===== config.mk =====
export PLATFORM = sky130hd
export DESIGN_NAME = eoi_ctrl
export DESIGN_NICKNAME = d
export VERILOG_FILES = /design/src/sv/euler_orbit_integrator_macros.svh /design/src/sv/eoi_pkg.sv /design/src/sv/eoi_ctrl.sv
export SDC_FILE = /design/constraint.sdc
export NUM_CORES = 1
export LEC_CHECK = 0
export BUFFER_PORTS_ARGS = -buffer_cell sky130_fd_sc_hd__buf_4
export CELL_PAD_IN_SITES_DETAIL_PLACEMENT = 2
export CELL_PAD_IN_SITES_GLOBAL_PLACEMENT = 2
export CORE_MARGIN = 4
export CORE_UTILIZATION = 34
export CTS_BUF_LIST = sky130_fd_sc_hd__clkbuf_8
export CTS_CLUSTER_DIAMETER = 40
export DETAILED_ROUTE_END_ITERATION = 16
export PLACE_DENSITY_LB_ADDON = 0.1
export SYNTH_ARGS = -nofsm -noshare
export SYNTH_HDL_FRONTEND = slang
export SYNTH_SLANG_ARGS = --single-unit

===== constraint.sdc =====
create_clock -name clk -period 4.51 [get_ports clk]
set_input_delay 0.902 -clock clk [delete_from_list [all_inputs] [get_ports clk]]
set_output_delay 0.902 -clock clk [all_outputs]
set_load 0.02 [all_outputs]

===== src/sv/euler_orbit_integrator_macros.svh =====
// Assertion macros shared by the integrator's RTL
`ifndef EULER_ORBIT_INTEGRATOR_MACROS_SVH
`define EULER_ORBIT_INTEGRATOR_MACROS_SVH

// same-cycle implication, disabled in reset
`define EOI_ASSERT_SAME(lbl, ante, cons, msg) \
  lbl: assert property (@(posedge clk) disable iff (!rst_n) (ante) |-> (cons)) else $error(msg);

// next-cycle implication, disabled in reset
`define EOI_ASSERT_NEXT(lbl, ante, cons, msg) \
  lbl: assert property (@(posedge clk) disable iff (!rst_n) (ante) |=> (cons)) else $error(msg);

`endif


===== src/sv/eoi_pkg.sv =====
// Package: shared types, constants and helpers of the orbit integrator
package eoi_pkg;

  localparam int FRAC_BITS = 32;
  localparam int SW        = 48;
  localparam int DATA_W    = 6 * SW;

  localparam logic [63:0] DAYS_Q32       = 64'd1568702445126;
  localparam logic [63:0] FOUR_PI_SQ_Q32 = 64'd169558512508;

  localparam logic [1:0] CFG_STEP_H     = 2'd0;
  localparam logic [1:0] CFG_STAR_MASS  = 2'd1;
  localparam logic [1:0] CFG_EMIT_EVERY = 2'd2;

  // scaling of the acceleration quotient: 2^(3F-88)
  localparam int SHIFT_E = 3 * FRAC_BITS - 88;
  localparam int NUM_SH  = (SHIFT_E > 0) ? SHIFT_E : 0;
  localparam int DEN_SH  = (SHIFT_E < 0) ? -SHIFT_E : 0;
  localparam int NUM_W   = 150;
  localparam int DEN_W   = 144;
  localparam int DIV_W   = ((NUM_W + NUM_SH > DEN_W + DEN_SH) ?
                            NUM_W + NUM_SH : DEN_W + DEN_SH) + 1;
  localparam int QB      = SW + 1;

  localparam int A_W   = 128;
  localparam int B_W   = 64;
  localparam int ACC_W = A_W + B_W;

  localparam logic [QB-1:0] MAG_CAP = QB'(1) << SW;

  typedef enum logic [3:0] {
    OP_NONE, OP_LOAD, OP_LD_VEL, OP_EMIT, OP_SQ, OP_SQRT, OP_R2, OP_R3,
    OP_HK, OP_HKM, OP_DV, OP_DP, OP_COMMIT
  } dp_op_t;

  typedef enum logic [3:0] {
    ST_IDLE, ST_LD_VEL, ST_EMIT, ST_SQ, ST_SQRT, ST_R2, ST_R3, ST_HK,
    ST_HKM, ST_DV, ST_DP, ST_COMMIT
  } ctl_st_t;

  typedef enum logic [1:0] {DV_IDLE, DV_CHK, DV_RUN} div_st_t;

  typedef struct packed {
    logic       go;
    dp_op_t     op;
    logic [1:0] idx;
  } dp_cmd_t;

  typedef struct packed {
    logic done;
    logic rad_zero;
  } dp_sts_t;

  // ops that run over several cycles and report completion later
  function automatic logic is_multi(dp_op_t op);
    return !(op == OP_NONE || op == OP_LOAD || op == OP_EMIT || op == OP_COMMIT);
  endfunction

endpackage


===== src/sv/eoi_ctrl.sv =====
// Controller: sequences the datapath operations of a load or an advance
module eoi_ctrl (
  input  logic             clk,
  input  logic             rst_n,
  input  logic             in_tvalid,
  input  logic             in_tuser,
  output logic             in_tready,
  output eoi_pkg::dp_cmd_t cmd,
  input  eoi_pkg::dp_sts_t sts
);

  eoi_pkg::ctl_st_t state_r, state_nxt;
  logic [1:0]       cnt_r, cnt_nxt;
  logic             issued_r, issued_nxt;
  eoi_pkg::ctl_st_t after;

  always_ff @(posedge clk) begin
    if (!rst_n) begin
      state_r  <= eoi_pkg::ST_IDLE;
      cnt_r    <= '0;
      issued_r <= 1'b0;
    end else begin
      state_r  <= state_nxt;
      cnt_r    <= cnt_nxt;
      issued_r <= issued_nxt;
    end
  end

  always_comb begin
    state_nxt  = state_r;
    cnt_nxt    = cnt_r;
    issued_nxt = issued_r;
    in_tready  = 1'b0;
    cmd.go     = !issued_r;
    cmd.idx    = cnt_r;
    cmd.op     = eoi_pkg::OP_NONE;
    after      = eoi_pkg::ST_IDLE;

    unique case (state_r)
      eoi_pkg::ST_IDLE: begin
        in_tready = 1'b1;
        cmd.op    = eoi_pkg::OP_LOAD;
        cmd.go    = in_tvalid && !in_tuser;
        if (in_tvalid) state_nxt = in_tuser ? eoi_pkg::ST_EMIT : eoi_pkg::ST_LD_VEL;
      end
      eoi_pkg::ST_LD_VEL: begin cmd.op = eoi_pkg::OP_LD_VEL; after = eoi_pkg::ST_IDLE; end
      eoi_pkg::ST_EMIT:   begin cmd.op = eoi_pkg::OP_EMIT;   after = eoi_pkg::ST_SQ;   end
      eoi_pkg::ST_SQ:     begin cmd.op = eoi_pkg::OP_SQ;     after = eoi_pkg::ST_SQRT; end
      eoi_pkg::ST_SQRT: begin
        cmd.op = eoi_pkg::OP_SQRT;
        after  = sts.rad_zero ? eoi_pkg::ST_DP : eoi_pkg::ST_R2;
      end
      eoi_pkg::ST_R2:     begin cmd.op = eoi_pkg::OP_R2;     after = eoi_pkg::ST_R3;  end
      eoi_pkg::ST_R3:     begin cmd.op = eoi_pkg::OP_R3;     after = eoi_pkg::ST_HK;  end
      eoi_pkg::ST_HK:     begin cmd.op = eoi_pkg::OP_HK;     after = eoi_pkg::ST_HKM; end
      eoi_pkg::ST_HKM:    begin cmd.op = eoi_pkg::OP_HKM;    after = eoi_pkg::ST_DV;  end
      eoi_pkg::ST_DV:     begin cmd.op = eoi_pkg::OP_DV;     after = eoi_pkg::ST_DP;  end
      eoi_pkg::ST_DP: begin
        cmd.op = eoi_pkg::OP_DP;
        // a body at the origin keeps its velocity: nothing to commit
        after  = sts.rad_zero ? eoi_pkg::ST_IDLE : eoi_pkg::ST_COMMIT;
      end
      eoi_pkg::ST_COMMIT: begin cmd.op = eoi_pkg::OP_COMMIT; after = eoi_pkg::ST_IDLE; end
      default: state_nxt = eoi_pkg::ST_IDLE;
    endcase

    if (state_r != eoi_pkg::ST_IDLE) begin
      if (sts.done) begin
        issued_nxt = 1'b0;
        // per-axis ops run three times
        if ((state_r == eoi_pkg::ST_LD_VEL || state_r == eoi_pkg::ST_SQ ||
             state_r == eoi_pkg::ST_DV || state_r == eoi_pkg::ST_DP) && cnt_r != 2'd2) begin
          cnt_nxt = cnt_r + 2'd1;
        end else begin
          cnt_nxt   = '0;
          state_nxt = after;
        end
      end else if (cmd.go && eoi_pkg::is_multi(cmd.op)) begin
        issued_nxt = 1'b1;
      end
    end
  end

endmodule


==> run summary, run 1 <==
Run status = finished, final reports clean
Sw frac = 35.14%
Synth area leaders = dfxtp_1 (21%), a21oi_1 (6.7%), buf_6 (5.0%)
CTS Root Cell = clkbuf_8
Cells after Synth = 82
Area leader, netlist = dfxtp_1
Async set-reset flop share out of synthesis = 0%
Share of the synthesized area in the top cell type = 20.86%
Crit path DAT = 1.81 ns
Routed WL per cell = 16.03 um
IO Pins = 14
Rows = 15
Int Pwr = 167.6 uW
Critical path buffer and inverter count = 2
Worst Reg2Reg Path Length in Cells = 5
IR drop worst, VDD = 198.3 uV
Critical path's slowest cell = or4_4
Die area = 2752 um2
Antenna viol nets, final = 0
Clock slew at reported path FFs = 0.04 ns
Die Height = 52.46 um
Leak pwr = 0.3111 nW
Core footprint = 1802 um2
Reg2Reg Capture Point = state_r[2]$_SDFF_PN0_
Initial antenna violation count = 0
WP data required = 3.61 ns
Main flop type after synthesis = dfxtp_1
Max Slew Vio Count = 0
Post-Syn Area = 671.9 um2
Final setup TNS = 0 ns
Setup-failing EPs final = 0
Antenna fix cells = 0
First-pass GRT wire length = 3063 um
Power share of the sequential group = 31.6%
Most frequent cells in the layout = buf_4 (13), a21oi_1 (9), dfxtp_1 (7), nor2_1 (6), o21ai_0 (5)
Final worst path period share = 60.14%
Critical path's top delay family = simple AND/OR/NAND/NOR gates
Routability cong. = 0.7451
Sequential cell area fraction in the yosys report = 20.86%
Crit path kind = reg2out
Max cap viols = 0
Crit path cell chain = or4_4, clkinv_4, nand3b_1, o21ai_1, buf_4
Initial core utilization = 37.29%
Synth Area per Inst = 8.194 um2
Worst-case clock buffer depth = 2
Fin worst setup slack = 1.798 ns
CP endpoint kind = output pin
Vias = 641
Crit path from = state_r[3]$_SDFF_PN0_
Hold slack = 0.5265 ns
Critical path fanouts, max = 19
Synth warn = 0
H-tree depth = 1
DP Worst Slack = 2.069 ns
CP Launch Type = flip-flop
CTS sink cnt = 7
Post-CTS Hold Buffers = 0
GR met3 Demand/Resource = 1.709%
#FFs+latches synth = 7
M1 GR Usage = 18.35%
GR peak layer = met2
WHS Endpoint = cnt_r[1]$_SDFFE_PN0P_
Switching power = 90.79 uW
Post-cts resize count = 0
Post-DP HPWL = 1415 um
DRT Pass-1 Iters = 3
Post-CTS Setup Inserts = 0
RSZ-0062 raised after global routing = false
Die width = 52.46 um
Via-to-Cell Ratio = 5.479
DRT iter0 DRCs = 10
Port buffer count = 13
Worst-Margin Slew = 0.7146 ns
Maximum clock rate = 368.7 MHz
Area grow syn2layout = 17.88%
CTS tree = built
Commonest non-fill, non-tap cell in the layout = buf_4
Hold Crit Start = cnt_r[1]$_SDFFE_PN0P_
DRC Markers = 0
WHS Path Cells = 2
Fin Clk Skew = 0.001010 ns
Post-synth EDFFs = 0
Inserted Clock Buffers = 3
Skew-Pair Late Insertion Delay = 0.22 ns
Hold WC Path Type = reg2reg
Nets = 100
Post-Synthesis Net Count = 89
Comb pwr share = 35.7%
CP peak stage delay = 0.64 ns
Count of cell types in the netlist = 42
Power per cell area = 326.2 nW/um2
Vias in the first global route = 656
Layout cells sized above 1 = 30.43%
Worst r2r src = state_r[3]$_SDFF_PN0_
GR Layer Usage met2 = 27.89%
Slew HR = 52.30%
Final Hold Viols = 0
Reg2reg setup slack = 2.57 ns
GRT Util Overall = 15.16%
Clock share of power = 32.7%
Final Critical Period = 2.712 ns
Gr ovfl total = 0
Largest net degree at the start of global routing = 20
Post-Route WL = 1876 um
==> state kept, by name (all words and copies together), names as in the netlist <==
name	cells
state_r	4
issued_r	1
cnt_r	2
==> layout make-up <==
cell class	instances	area, um2
fill	232	1010
multi-input combinational	63	454.2
sequential	7	140.1
timing repair buffer	13	97.59
clock buffer	3	41.29
tap	25	31.28
inverter	5	23.77
clock inverter	1	3.754
==> routing by layer <==
metal / up-vias / wire [um]
li1: 318 / -
met1: 311 / 851
met2: 10 / 983
met3: 2 / 36
met4: 0 / 5
met5: - / 0
==> stage by stage <==
step                      cell area (um2)  cells  power, mW  util (%)
after CTS                           792.0    117     0.2615     43.96
final                               792.0    117     0.2583     43.96
after detailed placement            747.0    113     0.1745     41.46
after global placement              747.0    113     0.1715     41.46
after floorplan                     671.9     82     0.1489         -
after global routing                792.0    117     0.2748     43.96
==> how the worst max path moves through the flow <==
stage                        end  slack [ns]  cells after the start
after global routing      cmd[6]        1.71                      5
after floorplan           cmd[6]        2.23                      5
after global placement    cmd[6]        2.11                      5
after CTS                 cmd[6]        1.80                      5
after detailed placement  cmd[6]        2.07                      5
final                     cmd[6]        1.80                      5
==> synthesized netlist by cell type (2+ instances only) <==
cell type  instances
nand3_1            2
buf_6              3
nor2_1             6
buf_2              4
inv_1              3
xnor2_1            3
dfxtp_1            7
nor3_1             3
nand2_1            4
a21oi_1            9
nand2b_1           2
o21ai_0            5
nor4b_1            2
==> worst register-to-register path, stage by stage (launching register included) <==
cell and delay (ns):
dfxtp_1 0.77, a21boi_2 0.17, o211ai_4 0.29, nand2_2 0.13
o41ai_2 0.27, and3_1 0.24
==> power by group through the flow <==
stage | registers [mW] | logic (mW) | clock network (mW)
detailed placement | 0.0826 | 0.0919 | 0
CTS | 0.0815 | 0.0934 | 0.0867
global placement | 0.0818 | 0.0897 | 0
floorplan | 0.0700 | 0.0789 | 0
finish | 0.0815 | 0.0923 | 0.0845
global route | 0.0827 | 0.100 | 0.0916
==> kinds of logic (layout without fill, tap and decap cells) <==
| kind of cell | after synthesis | count (layout) | share of synthesized area [%] |
|---|---|---|---|
| compound gates | 27 | 27 | 32.03 |
| xor+xnor | 3 | 3 | 3.911 |
| fa+ha+maj | 1 | 1 | 1.862 |
| buf+inv | 12 | 22 | 11.54 |
| flops | 7 | 7 | 20.86 |
| mux | 1 | 1 | 1.490 |
| simple gates | 31 | 31 | 28.31 |
(Power assumes the default switching activity.)
==> inputs of run 2 (changes only) <==
- CORE_UTILIZATION: 34 -> 32
- clock period: 4.51 -> 2.7 ns (I/O delays scaled with it)
==> run 2 against run 1 <==
Net effect:
- clock-buffer cell count is the same
- routed wire length increased by 4.8%
- cell count up 4.3%
- sequential cell count is the same
- clock skew increased by 0.00059 ns
- utilization fell by 2.7 points
- worst hold slack lost 0.0055 ns
- largest cell class unchanged
- largest power group unchanged
- highest routed layer unchanged
==> run summary, run 2 (synthesis gave the netlist of run 1 again) <==
Run status = finished, final reports clean
WP data required = 2.16 ns
CP Launch Type = flip-flop
DRT iter0 DRCs = 1
CTS Root Cell = clkbuf_8
Core footprint = 1982 um2
Setup-failing EPs final = 0
IR drop worst, VDD = 371.6 uV
Fillers = 236
Max cap viols = 0
Vias in the first global route = 685
Inserted Clock Buffers = 3
Routed WL per cell = 16.11 um
Commonest non-fill, non-tap cell in the layout = buf_4
Die width = 53.82 um
Nets = 103
CTS tree = built
DRT Pass-1 Iters = 4
Final worst path period share = 78.89%
Critical path fanouts, max = 14
Port buffer count = 13
Via-to-Cell Ratio = 5.361
Skew-Pair Late Insertion Delay = 0.22 ns
Post-CTS Hold Buffers = 0
Worst-Margin Slew = 0.4586 ns
Clock slew at reported path FFs = 0.04 ns
Power per cell area = 538.0 nW/um2
Most frequent cells in the layout = buf_4 (16), a21oi_1 (9), dfxtp_1 (7), nor2_1 (6), o21ai_0 (5)
Crit path kind = reg2out
CP endpoint kind = output pin
Routability cong. = 0.7029
Util after Layout = 41.22%
CTS sink cnt = 7
Hold WC Path Type = reg2reg
GRT Util Overall = 15.87%
Antenna viol nets, final = 0
Maximum clock rate = 469.5 MHz
Post-Route WL = 1966 um
Post-CTS Setup Inserts = 0
CP peak stage delay = 0.52 ns
Top Registers = state_r x4, cnt_r x2, issued_r x1
Crit path cell chain = or4_4, clkinv_4, nand3b_1, o21ai_1, buf_4
Final Hold Viols = 0
Leak pwr = 0.3270 nW
Rows = 16
Worst-case clock buffer depth = 2
Area grow syn2layout = 21.60%
Vias = 654
Layout cells sized above 1 = 32.63%
Fin Clk Skew = 0.001602 ns
Antenna fix cells = 0
Initial core utilization = 33.90%
Die area = 2897 um2
Post-DP HPWL = 1477 um
Post-cts resize count = 0
Die Height = 53.82 um
H-tree depth = 1
RSZ-0062 raised after global routing = false
DRC Markers = 0
Largest net degree at the start of global routing = 19
IO Pins = 14
First-pass GRT wire length = 3263 um
Max reg flops = 4
Slew HR = 69.39%
Final setup TNS = 0 ns
Initial antenna violation count = 0
Final Critical Period = 2.130 ns
Power consumption = 439.6 uW
Critical path's slowest cell = or4_4
Max Slew Vio Count = 0
Gr ovfl total = 0
Crit path DAT = 1.59 ns
Biggest register = state_r
-- run 2: cell count changes in the layout (fill, tap and decap cells not counted), sizes merged --
| cell | change |
|---|---|
| buf | +3 |
-- run 2: final cells by class --
type                       count  area, um2  share of cell area [%]
clock inverter                 1      3.754                  0.4594
sequential                     7      140.1                   17.15
tap                           27      33.78                   4.135
multi-input combinational     63      454.2                   55.59
inverter                       5      23.77                   2.910
timing repair buffer          16      120.1                   14.70
clock buffer                   3      41.29                   5.054
-- run 2: worst max-delay path: cells and delay by family, from the launching register on --
| kind | cells | cell delay, ns |
|---|---|---|
| simple gates | 2 | 0.59 |
| flops | 1 | 0.44 |
| buf+inv | 2 | 0.25 |
| compound gates | 1 | 0.08 |
-- run 2: routing by layer --
metal | wire length (um) | GRT usage [%]
met1 | 970 | 21.37
met2 | 930 | 25.60
met3 | 55 | 1.662
met4 | 10 | 6.383
met5 | 0 | 0
-- run 2: where the power goes --
part	switching [mW]	total (mW)	internal, mW
Clock	0.0438	0.142	0.0982
Combinational	0.104	0.180	0.0759
Sequential	0.00614	0.118	0.111
-- run 2: through the flow --
stage               area [um2]  hold slack, ns  setup WS (ns)  instances
floorplan                671.9          0.4844         0.7804         82
global placement         772.0          0.5031         0.8251        118
detailed placement       772.0          0.5134         0.8080        118
CTS                      817.0          0.5230         0.5540        122
global route             817.0          0.5421         0.4929        122
finish                   817.0          0.5211         0.5701        122
-- run 2: worst paths after layout --
path | endpoint | slack (ns) | from | cells after the start
worst max register to register | state_r[2]$_SDFF_PN0_ | 0.82 | state_r[3]$_SDFF_PN0_ | 6
worst max-delay path | cmd[6] | 0.57 | state_r[2]$_SDFF_PN0_ | 5
worst min register to register | cnt_r[1]$_SDFFE_PN0P_ | 0.52 | cnt_r[1]$_SDFFE_PN0P_ | 2
worst min-delay path | cnt_r[1]$_SDFFE_PN0P_ | 0.52 | cnt_r[1]$_SDFFE_PN0P_ | 2
